$ cat src/hdl/acs_pkg.sv
// acs_pkg: shared constants, codes and types for the accelerometer step counter.
// Used by acs_cell, acs_chain, accel_step_counter_core and acs_checker.
// No dependencies.
package acs_pkg;

  // Default number of stamp cells in the chain
  localparam int STAMP_SLOTS_DEF = 20;

  // Field widths
  localparam int ACC_W    = 13;
  localparam int TIME_W   = 32;
  localparam int THR_W    = 12;
  localparam int IVL_W    = 16;
  localparam int WIN_W    = 20;
  localparam int TOTAL_W  = 24;
  localparam int PACE_W   = 2;
  localparam int RECENT_W = 5;
  localparam int CFG_IDX_W  = 3;
  localparam int CFG_DATA_W = 20;

  // Squared widths
  localparam int SQ_W   = 25;  // one axis squared, at most 2^24
  localparam int MAG_W  = 26;  // sum of three squares
  localparam int THR2_W = 24;  // threshold squared

  // Counted steps saturate here
  localparam logic [TOTAL_W-1:0] TOTAL_MAX = {TOTAL_W{1'b1}};

  // Item op codes
  localparam logic OP_SAMPLE = 1'b0;
  localparam logic OP_CLEAR  = 1'b1;

  // Pace codes
  localparam logic [PACE_W-1:0] PACE_IDLE = 2'd0;
  localparam logic [PACE_W-1:0] PACE_WALK = 2'd1;
  localparam logic [PACE_W-1:0] PACE_RUN  = 2'd2;

  // Configuration register indexes
  localparam logic [CFG_IDX_W-1:0] REG_THR_HIGH = 3'd0;
  localparam logic [CFG_IDX_W-1:0] REG_THR_LOW  = 3'd1;
  localparam logic [CFG_IDX_W-1:0] REG_MIN_IVL  = 3'd2;
  localparam logic [CFG_IDX_W-1:0] REG_IDLE_LIM = 3'd3;
  localparam logic [CFG_IDX_W-1:0] REG_WALK_LIM = 3'd4;
  localparam logic [CFG_IDX_W-1:0] REG_WINDOW   = 3'd5;

  // Configuration reset values
  localparam logic [THR_W-1:0] THR_HIGH_RST = 12'd307;
  localparam logic [THR_W-1:0] THR_LOW_RST  = 12'd230;
  localparam logic [IVL_W-1:0] MIN_IVL_RST  = 16'd250;
  localparam logic [IVL_W-1:0] IDLE_LIM_RST = 16'd2000;
  localparam logic [IVL_W-1:0] WALK_LIM_RST = 16'd600;
  localparam logic [WIN_W-1:0] WINDOW_RST   = 20'd60000;

  // Popcount group size in the stamp chain
  localparam int GRP = 8;

  // Control from the sequencer to the stamp chain
  typedef struct packed {
    logic calc;   // evaluate window hits against the current time
    logic shift;  // push a new stamp into the head cell
    logic clear;  // empty every cell
  } acs_chain_ctrl_t;

endpackage

$ cat src/hdl/acs_cell.sv
// acs_cell: one stamp cell of the chain; holds a step time and flags it
// when it lies within the rate window. Depends on acs_pkg.
module acs_cell
  import acs_pkg::*;
(
  input  logic                  clk,
  input  logic                  rst_n,
  input  acs_chain_ctrl_t       ctrl,
  input  logic [TIME_W-1:0]     stamp_in,
  input  logic [TIME_W-1:0]     now,
  input  logic [WIN_W-1:0]      window,
  output logic [TIME_W-1:0]     stamp_out,
  output logic                  hit
);

  logic [TIME_W-1:0] stamp_r;
  logic [TIME_W-1:0] stamp_nxt;
  logic [TIME_W-1:0] age;

  // Take the neighbor's stamp on a shift, empty on clear
  always_comb begin
    stamp_nxt = stamp_r;
    if (ctrl.clear) begin
      stamp_nxt = '0;
    end else if (ctrl.shift) begin
      stamp_nxt = stamp_in;
    end
  end

  always_ff @(posedge clk) begin
    if (!rst_n) begin
      stamp_r <= '0;
    end else begin
      stamp_r <= stamp_nxt;
    end
  end

  // Zero marks an empty cell; age is taken modulo 2^32
  assign age       = now - stamp_r;
  assign hit       = (stamp_r != '0) && (age <= {{(TIME_W-WIN_W){1'b0}}, window});
  assign stamp_out = stamp_r;

endmodule

$ cat src/hdl/acs_chain.sv
// acs_chain: row of acs_cell stamp cells plus the registered hit count
// that gives the number of recent steps. Depends on acs_pkg and acs_cell.
module acs_chain
  import acs_pkg::*;
#(
  parameter int STAMP_SLOTS = STAMP_SLOTS_DEF
)
(
  input  logic                   clk,
  input  logic                   rst_n,
  input  acs_chain_ctrl_t        ctrl,
  input  logic [TIME_W-1:0]      now,
  input  logic [WIN_W-1:0]       window,
  output logic [RECENT_W-1:0]    recent
);

  localparam int CW = $clog2(STAMP_SLOTS + 1);
  localparam int RW = (CW > RECENT_W) ? CW : RECENT_W;
  localparam int NG = (STAMP_SLOTS + GRP - 1) / GRP;
  localparam int GW = $clog2(GRP + 1);

  logic [TIME_W-1:0] stamp_link [STAMP_SLOTS+1];
  logic              hit        [STAMP_SLOTS];
  logic [GW-1:0]     grp_r      [NG];
  logic [GW-1:0]     grp_nxt    [NG];
  logic              drop_hit_r;
  logic [RW-1:0]     base_cnt;
  logic [RW-1:0]     recent_full;

  // New stamp enters the head; the tail stamp falls off on a shift
  assign stamp_link[0] = now;

  for (genvar i = 0; i < STAMP_SLOTS; i++) begin : g_cell
    acs_cell u_cell (
      .clk       (clk),
      .rst_n     (rst_n),
      .ctrl      (ctrl),
      .stamp_in  (stamp_link[i]),
      .now       (now),
      .window    (window),
      .stamp_out (stamp_link[i+1]),
      .hit       (hit[i])
    );
  end

  // First level of the count: hits per group of cells
  always_comb begin
    for (int g = 0; g < NG; g++) begin
      grp_nxt[g] = '0;
      for (int k = 0; k < GRP; k++) begin
        if (g * GRP + k < STAMP_SLOTS) begin
          grp_nxt[g] = grp_nxt[g] + GW'(hit[g * GRP + k]);
        end
      end
    end
  end

  always_ff @(posedge clk) begin
    if (ctrl.calc) begin
      for (int g = 0; g < NG; g++) begin
        grp_r[g] <= grp_nxt[g];
      end
      drop_hit_r <= hit[STAMP_SLOTS-1];
    end
  end

  // Second level: add the groups, then account for the stamp pushed in
  // and the one pushed out by a counted step
  always_comb begin
    base_cnt = '0;
    for (int g = 0; g < NG; g++) begin
      base_cnt = base_cnt + RW'(grp_r[g]);
    end
    recent_full = base_cnt;
    if (ctrl.shift) begin
      recent_full = base_cnt - RW'(drop_hit_r) + RW'(now != '0);
    end
  end

  assign recent = recent_full[RECENT_W-1:0];

endmodule

$ cat config.mk
export PLATFORM = sky130hd
export DESIGN_NAME = acs_chain
export DESIGN_NICKNAME = d
export VERILOG_FILES = /design/src/hdl/acs_pkg.sv /design/src/hdl/acs_cell.sv /design/src/hdl/acs_chain.sv
export SDC_FILE = /design/constraint.sdc
export NUM_CORES = 2
export LEC_CHECK = 0
export CAP_MARGIN = 5
export CORE_ASPECT_RATIO = 0.5
export CORE_MARGIN = 8
export CORE_UTILIZATION = 50
export CTS_BUF_LIST = sky130_fd_sc_hd__clkbuf_4 sky130_fd_sc_hd__clkbuf_8
export DETAILED_ROUTE_END_ITERATION = 6
export DONT_BUFFER_PORTS = 1
export PLACE_DENSITY = 0.74
export SLEW_MARGIN = 20
export SYNTH_ARGS = -nofsm -noshare
export SYNTH_HDL_FRONTEND = slang
export SYNTH_SLANG_ARGS = --single-unit
$ cat constraint.sdc
create_clock -name clk -period 10.7 [get_ports clk]
set_input_delay 0.535 -clock clk [delete_from_list [all_inputs] [get_ports clk]]
set_output_delay 0.535 -clock clk [all_outputs]
set_load 0.01 [all_outputs]
Yosys cells after proc, flatten, opt, wreduce, memory -nomap -nowiden
Memory sizes are Yosys's and may differ from the RTL's. Index checks and enable logic that the tools add are counted. Widths: inputs -> output; s select.

Multipliers: 0. Add/sub/neg operators: 41. Reductions and logical operators: 42. Divide/modulo/power cells: 0. Mux-type cells: 3. Magnitude comparators: 20. Bitwise gates (word level): 1. Shift-type cells: 0. Equal/unequal tests: 0.

Operators with widths (number): $reduce_bool 32->1 (21); $le 32x20->1 (20); $sub 32x32->32 (20); $add 4x1->4 (8); $logic_and 1x1->1 (20); $add 3x1->4 (3); $add 2x1->3 (3); $add 1x1->2 (3); $add 4x4->5 (1); $add 5x1->5 (1); $add 5x4->5 (1); $mux 5 (1); $sub 5x1->5 (1); $mux 1 (2); $reduce_or 2->1 (1); $not 1->1 (1).

Input bits: 57. Memories kept: 1. Flip-flop bits (word level): 641. Latch bits: 0. Bits in writable memories: 12. Logic and storage cells: 129. Bits in read-only memories: 0.

Memories: grp_r (depth 3, bits a word 4, read ports 3, clocked after Yosys merged registers in 0, wr ports 3, RTL line acs_chain.sv:24) `logic [GW-1:0] grp_r [NG];`.

Longest topological paths before layout
Depth in word-level cells: 10. Gate-level depth with buffers: 32.

Hierarchy
A second synthesis with hierarchy kept.

Cells, all modules: 9571. Area total of the unflattened synthesis: 72965.0 sq um.

By module, submodules not included: acs_cell (g_cell[11].u_cell ...) (sequential area each 640.6 sq um, cells an instance 466, area each 3538.4 sq um, times used 11); acs_cell (g_cell[0].u_cell ...) (sequential area each 640.6 sq um, cells an instance 482, area each 3673.5 sq um, times used 6); acs_cell (g_cell[8].u_cell ...) (sequential area each 640.6 sq um, cells an instance 498, area each 3678.5 sq um, times used 2); acs_cell (g_cell[7].u_cell) (sequential area each 640.6 sq um, cells an instance 441, area each 3403.3 sq um, times used 1); acs_chain (sequential area each 360.3 sq um, cells an instance 116, area each 1241.2 sq um, times used 1).

Worst setup path after synthesis
OpenSTA, ideal clock, no wires.

Path type: input port to flip-flop. Start point: input port now[0]. End point: memory grp_r[0][6] (netlist name) (data pin). Path slack: 3121 ps. Arrival: 7321 ps. Data required time: 10442 ps. Stages on the path: 29. Path buffers: 0. Library setup time: 258 ps. Cells stage by stage: inv_1 > ha_1 > fa_1 > nor2b_1 > o21ai_0 > a21oi_1 > o21ai_1 > a21oi_1 > nor3b_1 > nor2_1 > xnor2_1 > ha_1 > a21o_1 > a21o_1 > a21oi_1 > a21oi_1 > a2111oi_0 > o211ai_1 > or4_1 > nor4_1 > nand4_1 > or4_1 > fa_1 > fa_1 > inv_1 > fa_1 > ha_1 > fa_1 > xor2_1.

RTL lines: from (decl) (RTL line acs_chain.sv:12) `input logic [TIME_W-1:0] now,`; to (decl) (RTL line acs_chain.sv:24).

==> summary.md <==
| Metric | Value |
|---|---|
| CTS resizes | `0` |
| Clk root buf | `clkbuf_8` |
| Hold Fails Final Rpt | `0` |
| Post-route cell area | `between 0.07 and 0.08 mm^2` |
| CP arrival | `8.57 ns` |
| Die area | `0.1492 mm^2` |
| Largest net degree at the start of global routing | `about 380` |
| Worst skew pair latency | `0.86 ns` |
| Die X | `538.4 um` |
| Kind of critical path | `register to register` |
| Worst VDD drop | `0.00008341 V` |
| Pwr dens | `97.20 mW/mm^2` |
| Area grow syn2layout | `6.621%` |
| Worst reg2reg path depth | `30` |
| Detailed placement HPWL | `157.8 mm` |
| Num CTS Buffers | `106` |
| Startpoint types | `register` |
| Syn. warnings | `0` |
| CTS Buffer Depth | `3` |
| Final period utilization | `74.37%` |
| Most used cell, CP | `inv_1` |
| CTS tree | `built` |
| Die Y | `277.2 um` |
| Top cells by area, synth | `ha_1 19%, dfxtp_1 19%, mux2i_1 10%, nor2_1 5.8%, a21o_1 4.8%` |
| Skew final | `about 0.059 ns` |
| Failing checks | `max-slew violations` |
| Fin util | `53.96%` |
| Total Neg Setup Slack | `0 ns` |
| Syn Nets | `9779` |
| CTS sink cnt | `652` |
| Least-Margin Pin Slew | `1.578 ns` |
| Via count of the first global-routing pass | `between 50000 and 60000` |
| Crit path required time | `~11 ns` |
| Fmax | `about 130 MHz` |
| Grt ovf | `0` |
| DR vias/cell | `6.193` |
| First drt pass iteration count | `6` |
| Synth Register Bits | `~650` |
| Dpl ws | `2.349 ns` |
| Max-slew headroom | `-5.208%` |
| Num ports | `62` |
| Post-Synthesis Cells | `8651` |
| CP Max Fanout | `5` |
| Minimum clock period | `7.958 ns` |
| CTS clock-pin slew for the worst setup and hold paths | `0.07 ns` |
| Rows | `95` |
| Min Hold Slack | `around 0.23 ns` |
| Status | `finished with violations` |
| Yosys cell types | `slightly below 100` |
| Mean post-synth cell area | `approximately 7.9 um^2` |
| Hold crit path type | `primary input to register` |
| Leakage | `30.49 nW` |
| Number of synthesized flops with an enable pin | `12` |
| Routed len/inst | `21.92 um` |
| I/O Buffers | `0` |
| Vias | `64920` |
| Fin. max-slew vios | `128` |
| FFs w/ async S/R, synth | `0%` |
| Setup ws final | `2.742 ns` |
| Net count, final | `about 9700` |
| Final ANT Viol Nets | `0` |
| RSZ-0062 raised after global routing | `false` |
| Htree depth | `3` |
| Mapped cell area | `0.06822 mm^2` |
| WL final | `around 230 mm` |
| Max-Cap Viols | `0` |
| Core ar. | `0.1348 mm^2` |
| Crit-path slowest cell | `nor4_1` |
| Final setup violation count | `0` |
| Hold path cells | `3` |
| Crit path largest cell delay | `slightly below 0.7 ns` |
| Cell taking the most area after synthesis | `ha_1` |
| Ys flop type | `dfxtp_1` |
| Critical Path Sink Type | `register` |
| Share of cells above drive strength 1 | `3.261%` |
| First-pass GRT wire length | `349.3 mm` |
| Post-DP Area | `0.06977 mm^2` |
| Initial antenna violation count | `9` |
| Routability cong. | `just under 1` |
| DRC | `0` |
| Iteration-0 DRC Markers | `7021` |
| Share of the synthesized area in the top cell type | `19.02%` |
| Seq/Total Area, Yosys | `19.31%` |
| Initial Utilization | `50.61%` |
| GR Util All Layers | `29.10%` |
==> sequential cells by signal (all words and copies together), names as in the netlist <==
register,count
drop_hit_r,1
g_cell.u_cell.stamp_out,640
grp_r,11
==> layer usage <==
| metal | up-vias | GRT usage [%] | routed length, um |
|---|---|---|---|
| li1 | 31250 | - | - |
| met1 | 30220 | 39.75 | 100700 |
| met2 | 2822 | 43.57 | 93910 |
| met3 | 612 | 6.801 | 23370 |
| met4 | 8 | 12.49 | 11710 |
| met5 | - | 0 | 83 |
==> cell families after synthesis <==
group | after synthesis | synth area share [%]
buffers and inverters | 1064 | 5.880
xor gates and xnor gates | 461 | 5.919
DFF | 652 | 19.31
adders and majority gates | 1071 | 20.02
and+or+nand+nor | 2517 | 17.82
AOI/OAI and AO/OA | 2193 | 20.87
muxes | 693 | 10.18
==> Yosys cell counts (all sizes together) (116+ instances only) <==
cell type and number:
inv 815, nand2 358, xnor2 311, a21oi 649, a21o 438, clkbuf 187
ha 1037, o21a 116, o21ai 389, nand4 215, dfxtp 640, nor2 1063
nor4 219, mux2i 687, nor2b 116, xor2 150
==> area by class of cell <==
cell class / count / area (um^2)
antenna: 9 / 22.52
clock buffer: 155 / 1977
clock inverter: 38 / 374.1
fill: 12770 / 62060
inverter: 815 / 3059
multi-input combinational: 6935 / 51040
sequential: 652 / 13170
tap: 1794 / 2245
timing repair buffer: 84 / 843.3
==> metrics by stage <==
step,instances,total power [mW]
CTS,10470,7.030
finish,10480,7.070
global placement,10230,4.450
floorplan,8651,4.112
detailed placement,10230,4.486
global route,10480,7.417
==> cells in the final DEF (no fill, tap or decap), types with 26 or more instances in the layout <==
master | synthesis | final
o31ai_1 | 29 | 29
fa_1 | 34 | 34
dlygate4sd3_1 | 0 | 51
nor2_1 | 1063 | 1063
o21a_1 | 116 | 116
o211ai_1 | 42 | 42
nand4_1 | 215 | 215
a31oi_1 | 67 | 67
and2_1 | 29 | 29
nor3b_1 | 26 | 26
o21bai_1 | 77 | 77
ha_1 | 1037 | 1037
inv_1 | 815 | 812
o21ai_0 | 363 | 362
clkbuf_8 | 0 | 130
and3_1 | 51 | 51
a211oi_1 | 66 | 66
a21oi_1 | 647 | 647
or3_1 | 26 | 26
xnor2_1 | 311 | 311
a21o_1 | 438 | 438
nand2b_1 | 113 | 112
nor2b_1 | 115 | 115
nand3_1 | 106 | 106
nor3_1 | 97 | 97
buf_4 | 1 | 28
o21ai_1 | 25 | 26
nand2_1 | 358 | 358
xor2_1 | 150 | 150
nor4_1 | 218 | 218
dfxtp_1 | 640 | 640
mux2i_1 | 687 | 687
==> worst paths after layout <==
| check | from | end | slack, ns |
|---|---|---|---|
| setup / recovery | g_cell[0].u_cell.stamp_out[1] | grp_r[0][1] | 2.74 |
| hold / removal | ctrl[1] | g_cell[17].u_cell.stamp_out[26] | 0.23 |
| hold reg to reg | g_cell[19].u_cell.stamp_out[17] | g_cell[19].u_cell.stamp_out[17] | 0.54 |
| setup reg to reg | g_cell[0].u_cell.stamp_out[1] | grp_r[0][1] | 2.74 |
==> worst max-delay path: cells and delay by family (launching register included) <==
family / cells / cell delay [ns]
buffers and inverters: 5 / 0.29
adders and majority gates: 7 / 2.55
AOI/OAI and AO/OA: 9 / 1.75
and+or+nand+nor: 8 / 2.60
xor gates and xnor gates: 1 / 0.10
DFF: 1 / 0.43
==> report_power, final <==
| part | switching [mW] | internal, mW | leakage (nW) |
|---|---|---|---|
| Combinational | 1.21 | 0.902 | 24.0 |
| Clock | 1.17 | 1.33 | 1.23 |
| Sequential | 0.0104 | 2.44 | 5.27 |
| Total | 2.39 | 4.68 | 30.5 |
==> timing repair <==
action | CTS | global route
setup buffers | 0 | 0
setup endpoints to repair | 0 | 0
hold buffers | 54 | 0
hold endpoints to repair | 133 | 0
No activity file was read; power rests on OpenSTA's default activity.
